`src/design/rgbi_pkg.sv`:
```
// Package for the RGB to I420 colour converter: register indexes,
// field widths and the fixed BT.601 limited-range coefficients.
// No dependencies.
`default_nettype none

package rgbi_pkg;

    localparam int ByteW    = 8;
    localparam int WidthW   = 13;
    localparam int CfgIdxW  = 8;
    localparam int CfgDataW = 16;
    localparam int SumW     = 16;

    localparam logic [CfgIdxW-1:0] REG_LINE_WIDTH = 8'd0;
    localparam logic [CfgIdxW-1:0] REG_RGB_ORDER  = 8'd1;

    localparam logic [WidthW-1:0] LINE_WIDTH_RESET = 13'd640;
    localparam logic [WidthW-1:0] LINE_WIDTH_MIN   = 13'd2;

    localparam logic [SumW-1:0] COEF_Y_R  = 16'd66;
    localparam logic [SumW-1:0] COEF_Y_G  = 16'd129;
    localparam logic [SumW-1:0] COEF_Y_B  = 16'd25;
    localparam logic [SumW-1:0] COEF_CB_B = 16'd56;
    localparam logic [SumW-1:0] COEF_CB_R = 16'd19;
    localparam logic [SumW-1:0] COEF_CB_G = 16'd37;
    localparam logic [SumW-1:0] COEF_CR_R = 16'd56;
    localparam logic [SumW-1:0] COEF_CR_G = 16'd47;
    localparam logic [SumW-1:0] COEF_CR_B = 16'd9;

    localparam logic [SumW-1:0]  CHROMA_BIAS = 16'd14336;
    localparam logic [ByteW-1:0] LUMA_OFFSET = 8'd16;
    localparam logic [ByteW-1:0] CHROMA_BASE = 8'd16;

    typedef struct packed {
        logic [ByteW-1:0] red;
        logic [ByteW-1:0] green;
        logic [ByteW-1:0] blue;
        logic             chroma_en;
    } pixel_t;

    typedef struct packed {
        logic [ByteW-1:0] luma;
        logic             chroma_valid;
        logic [ByteW-1:0] chroma_blue;
        logic [ByteW-1:0] chroma_red;
    } result_t;

endpackage

`default_nettype wire

```
`src/design/rgbi_pixel_math.sv`:
```
// Colour matrix for one pixel: luma always, Cb and Cr when chroma is enabled.
// Depends on rgbi_pkg.
`default_nettype none

module rgbi_pixel_math (
    input  var rgbi_pkg::pixel_t  pixel,
    output var rgbi_pkg::result_t result
);
    import rgbi_pkg::*;

    logic [SumW-1:0] y_sum;
    logic [SumW-1:0] cb_sum;
    logic [SumW-1:0] cr_sum;

    always_comb begin
        y_sum = COEF_Y_R * SumW'(pixel.red) + COEF_Y_G * SumW'(pixel.green)
              + COEF_Y_B * SumW'(pixel.blue);
        cb_sum = COEF_CB_B * SumW'(pixel.blue) + CHROMA_BIAS
               - COEF_CB_R * SumW'(pixel.red) - COEF_CB_G * SumW'(pixel.green);
        cr_sum = COEF_CR_R * SumW'(pixel.red) + CHROMA_BIAS
               - COEF_CR_G * SumW'(pixel.green) - COEF_CR_B * SumW'(pixel.blue);

        result.luma         = y_sum[SumW-1:ByteW] + LUMA_OFFSET;
        result.chroma_valid = pixel.chroma_en;
        if (pixel.chroma_en) begin
            result.chroma_blue = cb_sum[ByteW+6:7] + CHROMA_BASE;
            result.chroma_red  = cr_sum[ByteW+6:7] + CHROMA_BASE;
        end else begin
            result.chroma_blue = '0;
            result.chroma_red  = '0;
        end
    end

endmodule

`default_nettype wire

```
`src/design/rgb_to_i420_color_convert.sv`:
```
// RGB to I420 colour converter top level: config registers, raster position
// tracking, input register, colour matrix and output register.
// An accepted input is held in the input register, then its result in the output register.
// Throughput is one pixel per cycle, limited only by the output handshake.
// Reset (aresetn low, synchronous) empties both stages, clears the column
// counter and row parity, and sets line_width to 640 and rgb_order to 1.
// Depends on rgbi_pkg and rgbi_pixel_math.
`default_nettype none

module rgb_to_i420_color_convert #(
    parameter int MAX_LINE_WIDTH = 4096
) (
    input  wire                          aclk,
    input  wire                          aresetn,
    input  wire                          s_tvalid,
    output logic                         s_tready,
    // first_byte [7:0], green_byte [15:8], third_byte [23:16]
    input  wire  [23:0]                  s_tdata,
    output logic                         m_tvalid,
    input  wire                          m_tready,
    // luma [7:0], chroma_blue [15:8], chroma_red [23:16]
    output logic [23:0]                  m_tdata,
    // chroma_valid [0]
    output logic [0:0]                   m_tuser,
    input  wire                          cfg_valid,
    output logic                         cfg_ready,
    input  wire  [rgbi_pkg::CfgIdxW-1:0]  cfg_index,
    input  wire  [rgbi_pkg::CfgDataW-1:0] cfg_data
);
    import rgbi_pkg::*;

    localparam int CntW = $clog2(MAX_LINE_WIDTH);
    localparam int CmpW = ($clog2(MAX_LINE_WIDTH + 1) > WidthW) ?
                          $clog2(MAX_LINE_WIDTH + 1) : WidthW;
    localparam logic [CmpW-1:0] MaxWidth = CmpW'(MAX_LINE_WIDTH);

    logic [WidthW-1:0] line_width_reg;
    logic              rgb_order_reg;
    logic [CntW-1:0]   column_count_reg, column_count_next;
    logic              odd_row_reg, odd_row_next;
    logic              stage_valid_reg;
    pixel_t            stage_reg, stage_next;
    logic              out_valid_reg;
    result_t           out_reg;
    result_t           math_result;
    logic              out_free;
    logic              s_accept;
    logic [CmpW-1:0]   eff_width;
    logic [CmpW-1:0]   column_plus_one;

    assign cfg_ready = 1'b1;
    assign out_free  = !out_valid_reg || m_tready;
    assign s_tready  = !stage_valid_reg || out_free;
    assign s_accept  = s_tvalid && s_tready;

    always_comb begin
        eff_width = CmpW'(line_width_reg);
        if (line_width_reg < LINE_WIDTH_MIN) begin
            eff_width = CmpW'(LINE_WIDTH_MIN);
        end else if (eff_width > MaxWidth) begin
            eff_width = MaxWidth;
        end
        column_plus_one = CmpW'(column_count_reg) + CmpW'(1);
        if (column_plus_one >= eff_width) begin
            column_count_next = '0;
            odd_row_next      = !odd_row_reg;
        end else begin
            column_count_next = column_plus_one[CntW-1:0];
            odd_row_next      = odd_row_reg;
        end

        stage_next.green     = s_tdata[15:8];
        stage_next.red       = rgb_order_reg ? s_tdata[7:0] : s_tdata[23:16];
        stage_next.blue      = rgb_order_reg ? s_tdata[23:16] : s_tdata[7:0];
        stage_next.chroma_en = !odd_row_reg && !column_count_reg[0];
    end

    rgbi_pixel_math u_math (
        .pixel  (stage_reg),
        .result (math_result)
    );

    always_ff @(posedge aclk) begin
        if (!aresetn) begin
            line_width_reg   <= LINE_WIDTH_RESET;
            rgb_order_reg    <= 1'b1;
            column_count_reg <= '0;
            odd_row_reg      <= 1'b0;
            stage_valid_reg  <= 1'b0;
            out_valid_reg    <= 1'b0;
        end else begin
            if (cfg_valid && cfg_ready) begin
                if (cfg_index == REG_LINE_WIDTH) begin
                    line_width_reg <= cfg_data[WidthW-1:0];
                end else if (cfg_index == REG_RGB_ORDER) begin
                    rgb_order_reg <= cfg_data[0];
                end
            end
            if (s_accept) begin
                column_count_reg <= column_count_next;
                odd_row_reg      <= odd_row_next;
            end
            if (s_tready) begin
                stage_valid_reg <= s_tvalid;
            end
            if (out_free) begin
                out_valid_reg <= stage_valid_reg;
            end
        end
    end

    always_ff @(posedge aclk) begin
        if (s_accept) begin
            stage_reg <= stage_next;
        end
        if (out_free && stage_valid_reg) begin
            out_reg <= math_result;
        end
    end

    assign m_tvalid   = out_valid_reg;
    assign m_tdata    = {out_reg.chroma_red, out_reg.chroma_blue, out_reg.luma};
    assign m_tuser[0] = out_reg.chroma_valid;

`ifndef NO_ASSERTIONS
    a_luma_range: assert property (@(posedge aclk) disable iff (!aresetn)
        m_tvalid |-> (m_tdata[7:0] >= 8'd16 && m_tdata[7:0] <= 8'd235))
        else $error("Luma outside the limited range.");

    a_chroma_zero: assert property (@(posedge aclk) disable iff (!aresetn)
        (m_tvalid && !m_tuser[0]) |-> (m_tdata[23:8] == 16'd0))
        else $error("Chroma not zero on a result without chroma.");

    a_chroma_range: assert property (@(posedge aclk) disable iff (!aresetn)
        (m_tvalid && m_tuser[0]) |-> (m_tdata[15:8] >= 8'd16 && m_tdata[15:8] <= 8'd239
            && m_tdata[23:16] >= 8'd16 && m_tdata[23:16] <= 8'd239))
        else $error("Chroma outside the limited range.");

    a_full_stall: assert property (@(posedge aclk) disable iff (!aresetn)
        (stage_valid_reg && m_tvalid && !m_tready) |-> !s_tready)
        else $error("Input accepted while both stages are held.");
`endif

endmodule

`default_nettype wire

```
`config.mk`:
```
export PLATFORM = sky130hd
export DESIGN_NAME = rgb_to_i420_color_convert
export DESIGN_NICKNAME = d
export VERILOG_FILES = /design/src/design/rgbi_pkg.sv /design/src/design/rgbi_pixel_math.sv /design/src/design/rgb_to_i420_color_convert.sv
export SDC_FILE = /design/constraint.sdc
export NUM_CORES = 1
export LEC_CHECK = 0
export BUFFER_PORTS_ARGS = -buffer_cell sky130_fd_sc_hd__buf_2
export CAP_MARGIN = 20
export CORE_MARGIN = 1
export CORE_UTILIZATION = 59
export CTS_CLUSTER_DIAMETER = 120
export DETAILED_ROUTE_END_ITERATION = 10
export PLACE_DENSITY = 0.79
export SYNTH_ARGS = -nofsm -noshare
export SYNTH_HDL_FRONTEND = slang
export SYNTH_SLANG_ARGS = --single-unit
```
`constraint.sdc`:
```
create_clock -name aclk -period 7.2 [get_ports aclk]
set_input_delay 0.36 -clock aclk [delete_from_list [all_inputs] [get_ports aclk]]
set_output_delay 0.36 -clock aclk [all_outputs]
set_load 0.05 [all_outputs]
```
==> results of run 1 <==
## worst paths after layout
check                    startpoint                 to  depth (start not counted)
setup / recovery       stage_reg[3]        m_tdata[14]                         22
hold reg to reg   line_width_reg[9]  line_width_reg[9]                          2
setup reg to reg       stage_reg[3]        m_tdata[14]                         22
hold / removal          s_tdata[14]      stage_reg[15]                          1
## cell usage in the layout, fill, tap and decap left out, types with 3 or more instances in the layout
cell type / count
inv_1: 255
a21oi_1: 26
nand3_1: 14
nor2_1: 44
nor4_1: 5
and2_1: 6
ha_1: 191
nand2b_1: 3
nand2_1: 40
o21ai_0: 7
xor2_1: 22
a21o_1: 10
buf_4: 9
or3_1: 4
nor3_1: 17
o21a_1: 4
o31a_1: 4
a211oi_1: 13
xnor2_1: 34
mux2i_1: 17
o21bai_1: 8
fa_1: 125
edfxtp_1: 50
mux2_2: 16
or2_2: 3
o31ai_1: 6
dfxtp_1: 29
a31oi_1: 4
nand4_1: 3
and3_1: 6
o21ai_1: 4
buf_2: 76
clkbuf_16: 10
nor2b_1: 5
nor4b_1: 3
## critical path: cells and delay by family, from the launching register on
| kind | cells | cell delay (ns) |
|---|---|---|
| xor gates and xnor gates | 3 | 0.51 |
| adders and majority gates | 10 | 3.88 |
| and+or+nand+nor | 2 | 0.26 |
| DFF | 1 | 0.61 |
| AOI/OAI and AO/OA | 3 | 0.80 |
| buffers and inverters | 4 | 0.18 |
## layer usage
layer / vias up / share of wire, % / global-route usage, %
li1: 3514 / - / -
met1: 3580 / 42 / 30.03
met2: 134 / 52 / 46.78
met3: 39 / 3.6 / 3.791
met4: 0 / 3.1 / 11.24
met5: - / 0 / 0
## stage by stage
| step | utilization, % | hold slack (ns) | worst slack [ns] | cells | cell area, um^2 |
|---|---|---|---|---|---|
| finish | 66.17 | 0.1741 | 0.6840 | 1341 | 11440 |
| global route | 66.17 | 0.1618 | 0.2697 | 1341 | 11440 |
| CTS | 66.17 | 0.1666 | 0.6611 | 1341 | 11440 |
| floorplan | - | 0.4219 | 1.199 | 1032 | 10460 |
| detailed placement | 64.27 | 0.4954 | 0.6859 | 1325 | 11120 |
| global placement | 64.27 | 0.4862 | 0.7815 | 1325 | 11120 |
## cell usage after synthesis (14+ instances only)
cell	instances
inv_1	255
ha_1	191
fa_1	125
edfxtp_1	50
nor2_1	44
nand2_1	40
xnor2_1	34
dfxtp_1	29
a21oi_1	26
xor2_1	22
mux2i_1	17
nor3_1	17
mux2_2	16
nand3_1	14
## area by class of cell
class                           instances  area, um^2  area share [%]
Inverter                              256       960.9           8.396
Tap cell                              225       281.5           2.460
Timing Repair Buffer                   85       447.9           3.914
Clock inverter                          6       78.83          0.6888
Multi-Input combinational cell        680        7343           64.16
Clock buffer                           10       250.2           2.187
Sequential cell                        79        2082           18.19
## logic make-up (layout without fill, tap and decap cells)
kind of cell,Yosys count,count (layout),synth area share [%]
AOI/OAI and AO/OA,113,113,7.898
xor gates and xnor gates,56,56,4.691
adders and majority gates,316,316,46.79
buffers and inverters,273,357,9.873
DFF,79,79,19.91
muxes,33,33,3.351
other,1,1,0.03587
and+or+nand+nor,161,161,7.444
==> run summary, run 1 <==
Post-route ant nets: 0
Core Area: 17300 um^2
Drt pass-1 iters: 4
Tcrit/Tclk final: 90.50%
Status: complete, no violations
Synth Net Count: 1401
Hpwl dp: 16.98 mm
Clock slew at reported path FFs: 0.07 ns
Site Rows: 48
Max FFs per register: 25
Top FF cell, synth: edfxtp_1
Yosys reg bits: 79
Fin crit period: 6.516 ns
Cell area after synthesis: 10460 um^2
Slew at the pin closest to its max-slew limit: 0.8904 ns
TritonCTS clock tree: built
Initial drt markers: 278
Ant. Diodes: 0
Setup violations, final: 0
# hold bufs at CTS: 0
Via count: 7267
First-pass GRT wire length: 35.86 mm
Post-synth top area share: 23.93%
Final WL: 21.33 mm
Pin count of the biggest net entering global routing: 47
Vias in the first global route: 7681
Nets: 1480
Drt wl/cell: 15.90 um
Max cap viols: 0
Drt drc: 0
Clk sinks: 79
Area contributors post-synth: fa_1 24%, ha_1 23%, edfxtp_1 14%
Worst setup EP type: flip-flop
Flop-to-flop setup slack: 0.68 ns
Die span in x: 135.1 um
Synth area leader: fa_1
GP Congestion: 0.8639
Die footprint: 18260 um^2
Setup TNS: 0 ns
Share of layout cells above drive strength 1: 11.74%
Clk Latency, worst-skew pair: 0.36 ns
Worst hold path type: in2reg
Max-slew violations: 0
Setup Fix Bufs, Post-CTS: 0
Worst EP required: 7.29 ns
Worst-path fanout max: 9
Distinct cells, synth: 68
Slew HR: 40.56%
H-Tree Depth: 3
Fmax: 0.1535 GHz
CP Launch Type: flip-flop
Layout area overhead: 9.466%
Crit-path cells: fa_1 > ha_1 > fa_1 > inv_1 > ha_1 > inv_1 > ha_1 > fa_1 > inv_1 > fa_1 > fa_1 > inv_1 > ha_1 > a2111oi_0 > o21ai_1 > nand4_1 > a31oi_1 > xor2_1 > ha_1 > xnor2_1 > xnor2_1 > nor2_1
Ports: 81
CTS buffer count: 9
GRT Overall Usage: 25.77%
Chip height: 135.1 um
Worst EP arrival: 6.61 ns
Avg Cell Area, Syn: 10.13 um^2
Kind of critical path: reg2reg
Slowest cell on crit path: edfxtp_1
GR Overflow Total: 0
RSZ-0062 raised after global routing: false
CTS root buffer: clkbuf_16
# resized after CTS: 0
Buffers on Ports: 76
Starting Density: 60.45%
Register area share after synthesis: 19.91%
Clock buffer depth: 2
Setup Skew: 0.01032 ns
Count of filler cells inserted in the layout: 1360
Async S/R FF share, synth: 0%
Vias per cell: 5.419
Number of synthesized flops with an enable pin: 50
Initial antenna violation count: 0
Slowest stage delay, CP: 0.61 ns
Syn Inst Count: 1032
Yosys warnings: 0
Final Hold Fails: 0
Power of run 1 is not shown: default switching activity piles up to over one toggle a cycle in this logic, so the estimate is an artifact.
==> run 2, diff against run 1 <==
- CTS_BUF_LIST: not set -> sky130_fd_sc_hd__clkbuf_8
==> run summary, run 2 (synthesized netlist as in run 1, its figures left out) <==
Status: complete, no violations
Nets: 1480 (unchanged)
Max FFs per register: 25 (unchanged)
GR Overflow Total: 0 (unchanged)
Max-slew violations: 0 (unchanged)
Max cap viols: 0 (unchanged)
Slew HR: 39.30% (-1.3 points)
CTS buffer count: 9 (unchanged)
M2 GR Usage: 46.18% (-0.60 points)
Fin crit period: 6.546 ns (+0.02996 ns)
Most frequent cells in the layout: 255 x inv_1, 191 x ha_1, 125 x fa_1
Final Hold Fails: 0 (unchanged)
TritonCTS clock tree: built
CTS root buffer: clkbuf_8
Clk Latency, worst-skew pair: 0.39 ns (+0.03 ns)
Drt drc: 0 (unchanged)
Initial drt markers: 278 (unchanged)
Via count: 7248 (-0.26%)
Clock buffer depth: 2 (unchanged)
Count of filler cells inserted in the layout: 1375 (+1.1%)
Vias per cell: 5.405 (-0.26%)
Site Rows: 48 (unchanged)
Post-route ant nets: 0 (unchanged)
Slew at the pin closest to its max-slew limit: 0.9092 ns (+0.01887 ns)
Clock slew at reported path FFs: 0.10 ns (+0.03 ns)
Initial antenna violation count: 0 (unchanged)
# resized after CTS: 0 (unchanged)
Starting Density: 60.45% (unchanged)
Drt pass-1 iters: 5 (+1)
Ports: 81 (unchanged)
Tcrit/Tclk final: 90.92% (+0.42 points)
Pin count of the biggest net entering global routing: 47 (unchanged)
Core Area: 17300 um^2 (unchanged)
Most common cell after layout, fill and taps aside: inv_1
Die span in x: 135.1 um (unchanged)
First-pass GRT wire length: 35.63 mm (-0.64%)
GP Congestion: 0.8639 (unchanged)
GRT Overall Usage: 25.60% (-0.17 points)
Share of layout cells above drive strength 1: 11.74% (unchanged)
Kind of critical path: reg2reg
Buffers on Ports: 76 (unchanged)
Drt wl/cell: 15.79 um (-0.72%)
Setup TNS: 0 ns (unchanged)
Vias in the first global route: 7629 (-0.68%)
Crit path buffers/inverters: 4 (unchanged)
# hold bufs at CTS: 0 (unchanged)
Crit-path cells: fa_1 > ha_1 > fa_1 > inv_1 > ha_1 > inv_1 > ha_1 > fa_1 > inv_1 > fa_1 > fa_1 > inv_1 > ha_1 > a2111oi_0 > o21ai_1 > nand4_1 > a31oi_1 > xor2_1 > ha_1 > xnor2_1 > xnor2_1 > nor2_1
Die footprint: 18260 um^2 (unchanged)
Layout area overhead: 8.545%
Setup Fix Bufs, Post-CTS: 0 (unchanged)
Setup violations, final: 0 (unchanged)
Slowest stage delay, CP: 0.64 ns (+0.03 ns)
Setup Skew: 0.01592 ns (+0.005597 ns)
Clk sinks: 79 (unchanged)
Worst setup EP type: flip-flop
Hpwl dp: 16.98 mm (unchanged)
Ant. Diodes: 0 (unchanged)
Global routing's busiest layer: met2
Fmax: 0.1528 GHz (-0.46%)
Met3 Usage GRT: 4.017% (+0.23 points)
Final WL: 21.17 mm (-0.72%)
CP Launch Type: flip-flop
GRT met1 Usage: 30.19% (+0.15 points)
RSZ-0062 raised after global routing: false
Top Family by Delay on Critical Path: adder cells
Worst EP arrival: 6.67 ns (+0.06 ns)
Worst-path fanout max: 9 (unchanged)
Slowest cell on crit path: edfxtp_1
H-Tree Depth: 3 (unchanged)
Worst hold path type: in2reg
Worst EP required: 7.32 ns (+0.03 ns)
Chip height: 135.1 um (unchanged)
[run 2: cell count changes in the layout (fill, tap and decap cells not counted)]
cell       delta
bufinv_16     +1
clkbuf_8      +9
clkbuf_16    -10
[run 2: through the flow]
stage                     cell area (um^2)  util (%)  setup WS [ns]  hold WS [ns]  cells
after detailed placement             11120     64.27         0.6859        0.4954   1325
after global placement               11120     64.27         0.7815        0.4862   1325
after CTS                            11350     65.61         0.6413        0.1166   1341
after global routing                 11350     65.61         0.2597        0.1198   1341
after floorplan                      10460         -          1.199        0.4219   1032
final                                11350     65.61         0.6540        0.1391   1341
[run 2: layer usage]
layer | share of wire, % | vias to the layer above | routed length [um]
met2 | 51 | 142 | 10800
met3 | 3.9 | 48 | 825
met4 | 3.4 | 0 | 717
met1 | 42 | 3550 | 8828
li1 | - | 3508 | -
met5 | 0 | - | 0
[run 2: worst paths after layout]
path | startpoint | to | slack [ns] | cells after the start
hold / removal | s_tdata[13] | stage_reg[14] | 0.14 | 1
setup reg to reg | stage_reg[3] | m_tdata[14] | 0.65 | 22
setup / recovery | stage_reg[3] | m_tdata[14] | 0.65 | 22
hold reg to reg | line_width_reg[9] | line_width_reg[9] | 0.51 | 2
[run 2: cell type report]
type | count | area [um^2] | area share [%]
clock buffer | 9 | 123.9 | 1.092
multi-input combinational | 680 | 7343 | 64.71
timing repair buffer | 85 | 447.9 | 3.947
inverter | 256 | 960.9 | 8.467
clock inverter | 7 | 108.9 | 0.9592
tap | 225 | 281.5 | 2.481
sequential | 79 | 2082 | 18.35
Power of run 2 is left out for the same reason.
